===== src/rtl/core/hhpd_pkg.sv =====
// Shared types and constants for the heading-hold PID drive unit.
// Register map codes, stop reason codes, reset values and pipeline stage records.
// No dependencies.
package hhpd_pkg;

    // Register indexes on the configuration port (byte address = 4 * index)
    typedef enum logic [2:0] {
        REG_KP_GAIN       = 3'd0,
        REG_KI_GAIN       = 3'd1,
        REG_KD_GAIN       = 3'd2,
        REG_TARGET_COUNTS = 3'd3,
        REG_RAMP_LIMIT    = 3'd4,
        REG_RAMP_STEP     = 3'd5,
        REG_POWER_LIMIT   = 3'd6
    } t_reg_idx;

    typedef enum logic [1:0] {
        STOP_NONE     = 2'd0,
        STOP_DISTANCE = 2'd1,
        STOP_OBSTACLE = 2'd2
    } t_stop_reason;

    localparam logic [15:0] KP_GAIN_RST       = 16'd256;
    localparam logic [15:0] KI_GAIN_RST       = 16'd0;
    localparam logic [15:0] KD_GAIN_RST       = 16'd0;
    localparam logic [19:0] TARGET_COUNTS_RST = 20'd442;
    localparam logic [6:0]  RAMP_LIMIT_RST    = 7'd40;
    localparam logic [4:0]  RAMP_STEP_RST     = 5'd5;
    localparam logic [6:0]  POWER_LIMIT_RST   = 7'd45;

    localparam logic [6:0]  BASE_POWER_MAX    = 7'd127;

    // After the state update: error terms ready for the gain multiplies
    typedef struct packed {
        logic               run;
        t_stop_reason       reason;
        logic        [6:0]  base;
        logic signed [12:0] err;
        logic signed [23:0] isum;
        logic signed [13:0] derr;
    } t_s1;

    // After the multiplies
    typedef struct packed {
        logic               run;
        t_stop_reason       reason;
        logic        [6:0]  base;
        logic signed [29:0] p_kp;
        logic signed [40:0] p_ki;
        logic signed [30:0] p_kd;
    } t_s2;

endpackage


===== src/rtl/core/heading_hold_pid_drive_unit.sv =====
// Heading-hold PID drive unit: top level, three-stage pipeline and APB register file.
// Depends on hhpd_pkg.
//
// Usage:
//   Input channel (i_valid / o_ready) carries one control-period sample per beat:
//   start flag, heading error, forward motion, ramp tick and obstacle flag.
//   Output channel (o_valid / i_ready) returns one beat per sample: left and right
//   wheel power, running flag and stop reason.
//   Stage 1 updates run state, base power, distance, integral and error delta;
//   stage 2 forms the three gain products; stage 3 sums, scales by 1/4096 and
//   saturates each wheel to +-power_limit into the output register.
//   Results pass through the stage 1, stage 2 and output registers. Throughput is one
//   beat per cycle while i_ready stays high. Each stage holds when the one after it is
//   full and stalled, so up to three beats sit in flight while the receiver holds
//   i_ready low.
//   Reset clears the pipeline, returns the run state to idle with all state zero
//   and loads the default gains and limits. Write the APB registers only while
//   the pipeline is empty; pready is always high and reads return register values.
module heading_hold_pid_drive_unit (
    input  logic               i_clk,
    input  logic               i_rst_n,
    // sample channel
    input  logic               i_valid,
    output logic               o_ready,
    input  logic               i_start_run,
    input  logic signed [12:0] i_heading_error,
    input  logic signed [7:0]  i_motion_dy,
    input  logic               i_ramp_due,
    input  logic               i_obstacle,
    // result channel
    output logic               o_valid,
    input  logic               i_ready,
    output logic signed [7:0]  o_left_power,
    output logic signed [7:0]  o_power_right,
    output logic               o_running,
    output logic [1:0]         o_stop_reason,
    // configuration
    input  logic               psel,
    input  logic               penable,
    input  logic               pwrite,
    input  logic [4:0]         paddr,
    input  logic [31:0]        pwdata,
    output logic [31:0]        prdata,
    output logic               pready
);

    // configuration registers
    logic [15:0] r_kp_gain;
    logic [15:0] r_ki_gain;
    logic [15:0] r_kd_gain;
    logic [19:0] r_target_counts;
    logic [6:0]  r_ramp_limit;
    logic [4:0]  r_ramp_step;
    logic [6:0]  r_power_limit;

    // controller state
    logic [6:0]         r_base_power;
    logic signed [23:0] r_integral_sum;
    logic signed [12:0] r_previous_error;
    logic [23:0]        r_travelled;
    logic [23:0]        r_target_mark;
    logic               r_active;

    // pipeline
    logic             r_v1, r_v2, r_ov;
    hhpd_pkg::t_s1    r_s1, n_s1;
    hhpd_pkg::t_s2    r_s2, n_s2;
    logic signed [7:0] r_left_power, r_power_right;
    logic             r_running;
    logic [1:0]       r_stop_reason;

    logic en1, en2, en3, accept, cfg_wr;

    assign en3    = !r_ov || i_ready;
    assign en2    = !r_v2 || en3;
    assign en1    = !r_v1 || en2;
    assign accept = i_valid && en1;
    assign cfg_wr = psel && penable && pwrite;

    // ---------------- stage 1: run state and error terms ----------------
    logic [23:0]        target_sel, dist_left;
    logic               act, reached, ramp_now;
    logic [7:0]         base_sum;
    logic [6:0]         n_base_power;
    logic [23:0]        n_travelled;
    logic signed [24:0] isum_wide;
    logic signed [23:0] n_integral_sum;
    logic signed [13:0] derr;
    logic               n_active;
    logic               run_item;

    always_comb begin
        target_sel = i_start_run ? (r_travelled + {4'b0, r_target_counts}) : r_target_mark;
        act        = i_start_run || r_active;
        dist_left  = target_sel - r_travelled;
        reached    = dist_left[23] || (dist_left == 24'd0);

        ramp_now     = i_ramp_due && (r_base_power < r_ramp_limit);
        base_sum     = {1'b0, r_base_power} + {3'b0, r_ramp_step};
        n_base_power = base_sum[7] ? hhpd_pkg::BASE_POWER_MAX : base_sum[6:0];

        n_travelled = r_travelled + {{16{i_motion_dy[7]}}, i_motion_dy};

        isum_wide = {r_integral_sum[23], r_integral_sum}
                  + {{12{i_heading_error[12]}}, i_heading_error};
        if (i_heading_error == 13'sd0) begin
            n_integral_sum = 24'sd0;
        end else if (isum_wide[24] != isum_wide[23]) begin
            // saturate toward the sign of the true sum
            n_integral_sum = isum_wide[24] ? {1'b1, 23'd0} : {1'b0, {23{1'b1}}};
        end else begin
            n_integral_sum = isum_wide[23:0];
        end

        derr = {i_heading_error[12], i_heading_error}
             - {r_previous_error[12], r_previous_error};

        n_s1        = '0;
        n_active    = r_active;
        run_item    = 1'b0;
        if (!act) begin
            n_s1.reason = hhpd_pkg::STOP_NONE;
        end else if (i_obstacle) begin
            n_active    = 1'b0;
            n_s1.reason = hhpd_pkg::STOP_OBSTACLE;
        end else if (reached) begin
            n_active    = 1'b0;
            n_s1.reason = hhpd_pkg::STOP_DISTANCE;
        end else begin
            n_active    = 1'b1;
            run_item    = 1'b1;
            n_s1.run    = 1'b1;
            n_s1.reason = hhpd_pkg::STOP_NONE;
            n_s1.base   = ramp_now ? n_base_power : r_base_power;
            n_s1.err    = i_heading_error;
            n_s1.isum   = n_integral_sum;
            n_s1.derr   = derr;
        end
    end

    // ---------------- stage 2: gain products ----------------
    always_comb begin
        n_s2.run    = r_s1.run;
        n_s2.reason = r_s1.reason;
        n_s2.base   = r_s1.base;
        n_s2.p_kp   = $signed({1'b0, r_kp_gain}) * r_s1.err;
        n_s2.p_ki   = $signed({1'b0, r_ki_gain}) * r_s1.isum;
        n_s2.p_kd   = $signed({1'b0, r_kd_gain}) * r_s1.derr;
    end

    // ---------------- stage 3: sum, scale, saturate ----------------
    logic signed [42:0] pid_sum;
    logic signed [43:0] neg_sum;
    logic signed [31:0] corr;
    logic signed [32:0] left_raw, right_raw, lim_pos, lim_neg;
    logic signed [7:0]  n_left, n_right;

    always_comb begin
        pid_sum = {{13{r_s2.p_kp[29]}}, r_s2.p_kp}
                + {{2{r_s2.p_ki[40]}}, r_s2.p_ki}
                + {{12{r_s2.p_kd[30]}}, r_s2.p_kd};
        neg_sum = -{pid_sum[42], pid_sum};
        // arithmetic shift gives the floor of the quotient
        corr    = 32'(neg_sum >>> 12);

        left_raw  = $signed({26'd0, r_s2.base}) - {corr[31], corr};
        right_raw = $signed({26'd0, r_s2.base}) + {corr[31], corr};
        lim_pos   = $signed({26'd0, r_power_limit});
        lim_neg   = -lim_pos;

        if (left_raw > lim_pos) begin
            n_left = 8'(lim_pos);
        end else if (left_raw < lim_neg) begin
            n_left = 8'(lim_neg);
        end else begin
            n_left = 8'(left_raw);
        end

        if (right_raw > lim_pos) begin
            n_right = 8'(lim_pos);
        end else if (right_raw < lim_neg) begin
            n_right = 8'(lim_neg);
        end else begin
            n_right = 8'(right_raw);
        end

        if (!r_s2.run) begin
            n_left  = 8'sd0;
            n_right = 8'sd0;
        end
    end

    // ---------------- registers ----------------
    always_ff @(posedge i_clk) begin
        if (!i_rst_n) begin
            r_kp_gain        <= hhpd_pkg::KP_GAIN_RST;
            r_ki_gain        <= hhpd_pkg::KI_GAIN_RST;
            r_kd_gain        <= hhpd_pkg::KD_GAIN_RST;
            r_target_counts  <= hhpd_pkg::TARGET_COUNTS_RST;
            r_ramp_limit     <= hhpd_pkg::RAMP_LIMIT_RST;
            r_ramp_step      <= hhpd_pkg::RAMP_STEP_RST;
            r_power_limit    <= hhpd_pkg::POWER_LIMIT_RST;
            r_base_power     <= '0;
            r_integral_sum   <= '0;
            r_previous_error <= '0;
            r_travelled      <= '0;
            r_target_mark    <= '0;
            r_active         <= 1'b0;
            r_v1             <= 1'b0;
            r_v2             <= 1'b0;
            r_ov             <= 1'b0;
        end else begin
            if (cfg_wr) begin
                unique case (hhpd_pkg::t_reg_idx'(paddr[4:2]))
                    hhpd_pkg::REG_KP_GAIN:       r_kp_gain       <= pwdata[15:0];
                    hhpd_pkg::REG_KI_GAIN:       r_ki_gain       <= pwdata[15:0];
                    hhpd_pkg::REG_KD_GAIN:       r_kd_gain       <= pwdata[15:0];
                    hhpd_pkg::REG_TARGET_COUNTS: r_target_counts <= pwdata[19:0];
                    hhpd_pkg::REG_RAMP_LIMIT:    r_ramp_limit    <= pwdata[6:0];
                    hhpd_pkg::REG_RAMP_STEP:     r_ramp_step     <= pwdata[4:0];
                    hhpd_pkg::REG_POWER_LIMIT:   r_power_limit   <= pwdata[6:0];
                    default: ;
                endcase
            end

            if (accept) begin
                if (i_start_run) begin
                    r_target_mark <= target_sel;
                end
                r_active <= n_active;
                if (run_item) begin
                    r_base_power     <= n_s1.base;
                    r_travelled      <= n_travelled;
                    r_integral_sum   <= n_integral_sum;
                    r_previous_error <= i_heading_error;
                end
            end

            if (en1) begin
                r_v1 <= i_valid;
            end
            if (en2) begin
                r_v2 <= r_v1;
            end
            if (en3) begin
                r_ov <= r_v2;
            end
        end
    end

    // payload stages, no reset
    always_ff @(posedge i_clk) begin
        if (accept) begin
            r_s1 <= n_s1;
        end
        if (en2 && r_v1) begin
            r_s2 <= n_s2;
        end
        if (en3 && r_v2) begin
            r_left_power  <= n_left;
            r_power_right <= n_right;
            r_running     <= r_s2.run;
            r_stop_reason <= r_s2.reason;
        end
    end

    // register readback
    always_comb begin
        unique case (hhpd_pkg::t_reg_idx'(paddr[4:2]))
            hhpd_pkg::REG_KP_GAIN:       prdata = {16'd0, r_kp_gain};
            hhpd_pkg::REG_KI_GAIN:       prdata = {16'd0, r_ki_gain};
            hhpd_pkg::REG_KD_GAIN:       prdata = {16'd0, r_kd_gain};
            hhpd_pkg::REG_TARGET_COUNTS: prdata = {12'd0, r_target_counts};
            hhpd_pkg::REG_RAMP_LIMIT:    prdata = {25'd0, r_ramp_limit};
            hhpd_pkg::REG_RAMP_STEP:     prdata = {27'd0, r_ramp_step};
            hhpd_pkg::REG_POWER_LIMIT:   prdata = {25'd0, r_power_limit};
            default:                     prdata = 32'd0;
        endcase
    end

    assign pready        = 1'b1;
    assign o_ready       = en1;
    assign o_valid       = r_ov;
    assign o_left_power  = r_left_power;
    assign o_power_right = r_power_right;
    assign o_running     = r_running;
    assign o_stop_reason = r_stop_reason;

endmodule


===== config.mk =====
export PLATFORM = sky130hd
export DESIGN_NAME = heading_hold_pid_drive_unit
export DESIGN_NICKNAME = d
export VERILOG_FILES = /design/src/rtl/core/hhpd_pkg.sv /design/src/rtl/core/heading_hold_pid_drive_unit.sv
export SDC_FILE = /design/constraint.sdc
export NUM_CORES = 2
export LEC_CHECK = 0
export ABC_AREA = 1
export BUFFER_PORTS_ARGS = -buffer_cell sky130_fd_sc_hd__buf_2
export CELL_PAD_IN_SITES_DETAIL_PLACEMENT = 0
export CELL_PAD_IN_SITES_GLOBAL_PLACEMENT = 1
export CORE_ASPECT_RATIO = 0.6
export CORE_MARGIN = 2
export CORE_UTILIZATION = 35
export CTS_CLUSTER_DIAMETER = 120
export DETAILED_ROUTE_END_ITERATION = 10
export GPL_TIMING_DRIVEN = 0
export HOLD_SLACK_MARGIN = 0.03
export PLACE_DENSITY_LB_ADDON = 0.1
export SLEW_MARGIN = 20
export SYNTH_ARGS = -nofsm -noshare
export SYNTH_HDL_FRONTEND = slang
export SYNTH_SLANG_ARGS = --single-unit
export TNS_END_PERCENT = 20

===== constraint.sdc =====
create_clock -name i_clk -period 9.1 [get_ports i_clk]
set_input_delay 1.82 -clock i_clk [delete_from_list [all_inputs] [get_ports i_clk]]
set_output_delay 1.82 -clock i_clk [all_outputs]
set_load 0.005 [all_outputs]

==> impl_metrics.py <==
metrics = {
    "grt": {
        "grt_pass1_vias": 49400,
        "grtUsageTotal": 0.251,
        "antenna_found_initial": 5,
        "grt_max_degree": 73,
        "grt_pass1_wl_um": 322000,
        "grt_overflow": 0,
    },
    "placed_design": {
        "dp_cells": 10200,
        "port_buffers": 94,
        "place_area_um2": 61900,
        "hpwl_um": 182000,
        "place_congestion": 0.917,
    },
    "cells_and_area": {
        "fin_area_um2": 64100,
        "nFillCells": 17800,
        "utilization": 0.385,
        "final_cells": 10300,
        "area_delta_synth_final_pct": 9.64,
        "drive_gt1_frac": 0.0607,
        "fin_nets": 9383,
    },
    "floorplan": {
        "fp.dieH_um": 321,
        "io_pins": 122,
        "core_area_um2": 166000,
        "core.rowCount": 116,
        "die_w_um": 532,
        "start_util": 0.351,
        "dieArea_um2": 170000,
    },
    "worst_setup_path": {
        "cp_max_fo": 10,
        "critPathSlowestCell": "edfxtp_1",
        "startpoint": "r_s2[32]",
        "crit_arrival_ps": 9120,
        "end_kind": "flip-flop",
        "endpoint": "o_left_power[4]",
        "reg2reg_from": "r_s2[32]",
        "slowest_delay_ps": 560,
        "r2r.worst_path.cells": 47,
        "crit_required_ps": 9600,
        "rrSetupSlack_ps": 490,
        "criticalPathCategory": "reg2reg",
        "start_kind": "flip-flop",
        "timing.rr.end": "o_left_power[4]",
    },
    "synthesis": {
        "synthTopCellsByArea": "fa_1 26%, nand2_1 13%, ha_1 12%",
        "avgSynthCellArea_um2": 7.47,
        "yosysWarnings": 0,
        "synth_cell_types": 61,
        "ys_ff_latch": 375,
        "async_flop_share": 0,
        "synth_edf_count": 192,
        "seq_area_frac_synth": 0.161,
        "yosysMostFrequentCell": "nand2_1",
        "yosys.area.top_type": "fa_1",
        "synth_area_um2": 58500,
        "synth.top_cell.area_share": 0.256,
        "ys_top_cells_by_count": "2000 x nand2_1, 1714 x inv_1, 747 x fa_1",
        "ys.flop_type": "edfxtp_1",
        "syn_inst": 7821,
    },
    "worst_hold_path": {
        "hold_class": "reg2reg",
    },
    "power_and_ir_drop": {
        "vdd_ir_drop_max_v": 0.000159,
        "power.density_nw_per_um2": 141,
        "leakagePower_nw": 33.7,
        "p_total_mw": 9.04,
    },
    "sta": {
        "fin_crit_ps": 8610,
        "clock_skew_ps": 85.6,
        "fmax_mhz": 116,
        "fin_crit_sh": 0.947,
        "hold_slack_ps": 420,
        "finalMaxSlewViolations": 0,
        "worst_slew_pin_slew_ps": 1130,
        "final-setup-viol-count": 0,
        "finalHoldViolCount": 0,
        "slew_headroom": 0.247,
    },
    "clock_tree": {
        "cts.clk_slew.worst_paths_ps": 70,
        "cts_tree": "done",
        "cts.htree.levels": 2,
        "cts_sinks": 375,
        "clock-root-buffer": "clkbuf_16",
        "insertion_delay_ps": 700,
        "cts_buffer_depth": 3,
        "numCtsBuffers": 47,
    },
    "drt": {
        "routed_wirelength_um": 212000,
        "drtAntennaViolNets": 0,
        "drt_iter0_markers": 4481,
        "wire_per_inst_um": 20.6,
        "vias_per_cell": 4.91,
        "vias": 50500,
        "drc": 0,
        "firstDrtPassIters": 6,
    },
    "run_status": {
        "status": "completed",
    },
    "job": {
        "cap_violations": 0,
    },
}
cell usage in the layout (no fill, tap or decap), drive strengths merged, types with 6 or more instances in the layout:
cell,instances
a21boi,8
o31ai,6
nand2,2060
ha,567
o2111ai,16
o21ai,256
o211ai,13
dfxtp,183
edfxtp,192
fa,747
clkbuf,296
inv,1742
xor2,160
nor2,565
nor4,15
nor3,45
conb,13
o21bai,21
nand4,89
o21a,10
clkinv,21
a21oi,390
or2,18
nand3,301
xnor2,59
nand3b,13
a21o,7
a31oi,20
a221oi,8
buf,153
power breakdown:
part	switching (mW)	internal [mW]	total, mW
Sequential	0.0810	1.92	2.00
Combinational	3.47	1.48	4.95
Clock	0.916	1.17	2.09
metal layers:
metal | vias to the layer above | share of wire | track usage
li1 | 24300 | - | -
met1 | 24600 | 0.55 | 0.425
met2 | 1477 | 0.36 | 0.325
met3 | 93 | 0.082 | 0.0452
met4 | 0 | 0.0099 | 0.0287
met5 | - | 0 | 0
worst max-delay path: cells and delay by family (launching register included):
family | cells | cell delay, ps
AOI/OAI and AO/OA | 7 | 1300
xor gates and xnor gates | 1 | 190
adders and majority gates | 6 | 2090
buffers and inverters | 9 | 870
DFF | 1 | 560
and+or+nand+nor | 24 | 3470
state kept, by name, summed over array words and instances, names as in the netlist, 5 cells and up:
name and cells:
r_s2 112, r_s1 51, r_integral_sum 24, r_target_mark 24, r_travelled 24, r_target_counts 20, r_kd_gain 16, r_ki_gain 16
r_kp_gain 16, r_previous_error 13, n_s2 10, o_left_power 8, o_power_right 8, r_base_power 7, r_power_limit 7, r_ramp_limit 7
r_ramp_step 5
final cells by class:
cell class                 instances  area [um2]  share of cell area
buffer                           271        1090              0.0170
multi-input combinational       5442       41800               0.652
antenna                            5        12.5            0.000195
timing repair buffer             121         736              0.0115
inverter                        1743        6550               0.102
sequential                       375        9430               0.147
clock buffer                      57        1290              0.0201
tap                             2242        2810              0.0438
clock inverter                    29         398             0.00621
worst min path at each step:
stage                                  end  cells past startpoint       from
after global placement           r_s2[111]                      0  n_s2[111]
after detailed placement         r_s2[108]                      0  n_s2[108]
after global routing             r_s2[108]                      0  n_s2[108]
after floorplan           o_stop_reason[0]                      0  r_s2[109]
final                            r_s2[108]                      0  n_s2[108]
after CTS                        r_s2[108]                      0  n_s2[108]
metrics by stage:
step / setup TNS [ps] / setup slack [ps]
6_report: 0 / 487
5_1_grt: -47.9 / -27.4
4_1_cts: 0 / 0.600
3_5_place_dp: -22790 / -1830
3_3_place_gp: -23470 / -1910
2_1_floorplan: 0 / 1790
repair_timing:
item                       in CTS  in global routing
gates cloned                    0                  0
gates resized for setup        31                 44
pin swaps                       6                 13
setup buffers                   5                 13
hold buffers                    0                  0
setup endpoints to repair      16                 16
logic make-up (layout without fill, tap and decap cells):
family,Yosys count,after routing,share of synthesized area
AOI/OAI and AO/OA,777,777,0.0730
other,2,18,0.000128
muxes,1,1,0.000171
DFF,375,375,0.161
buffers and inverters,2015,2221,0.131
xor gates and xnor gates,219,219,0.0328
adders and majority gates,1314,1314,0.377
and+or+nand+nor,3118,3118,0.225
(Power assumes the default switching activity.)
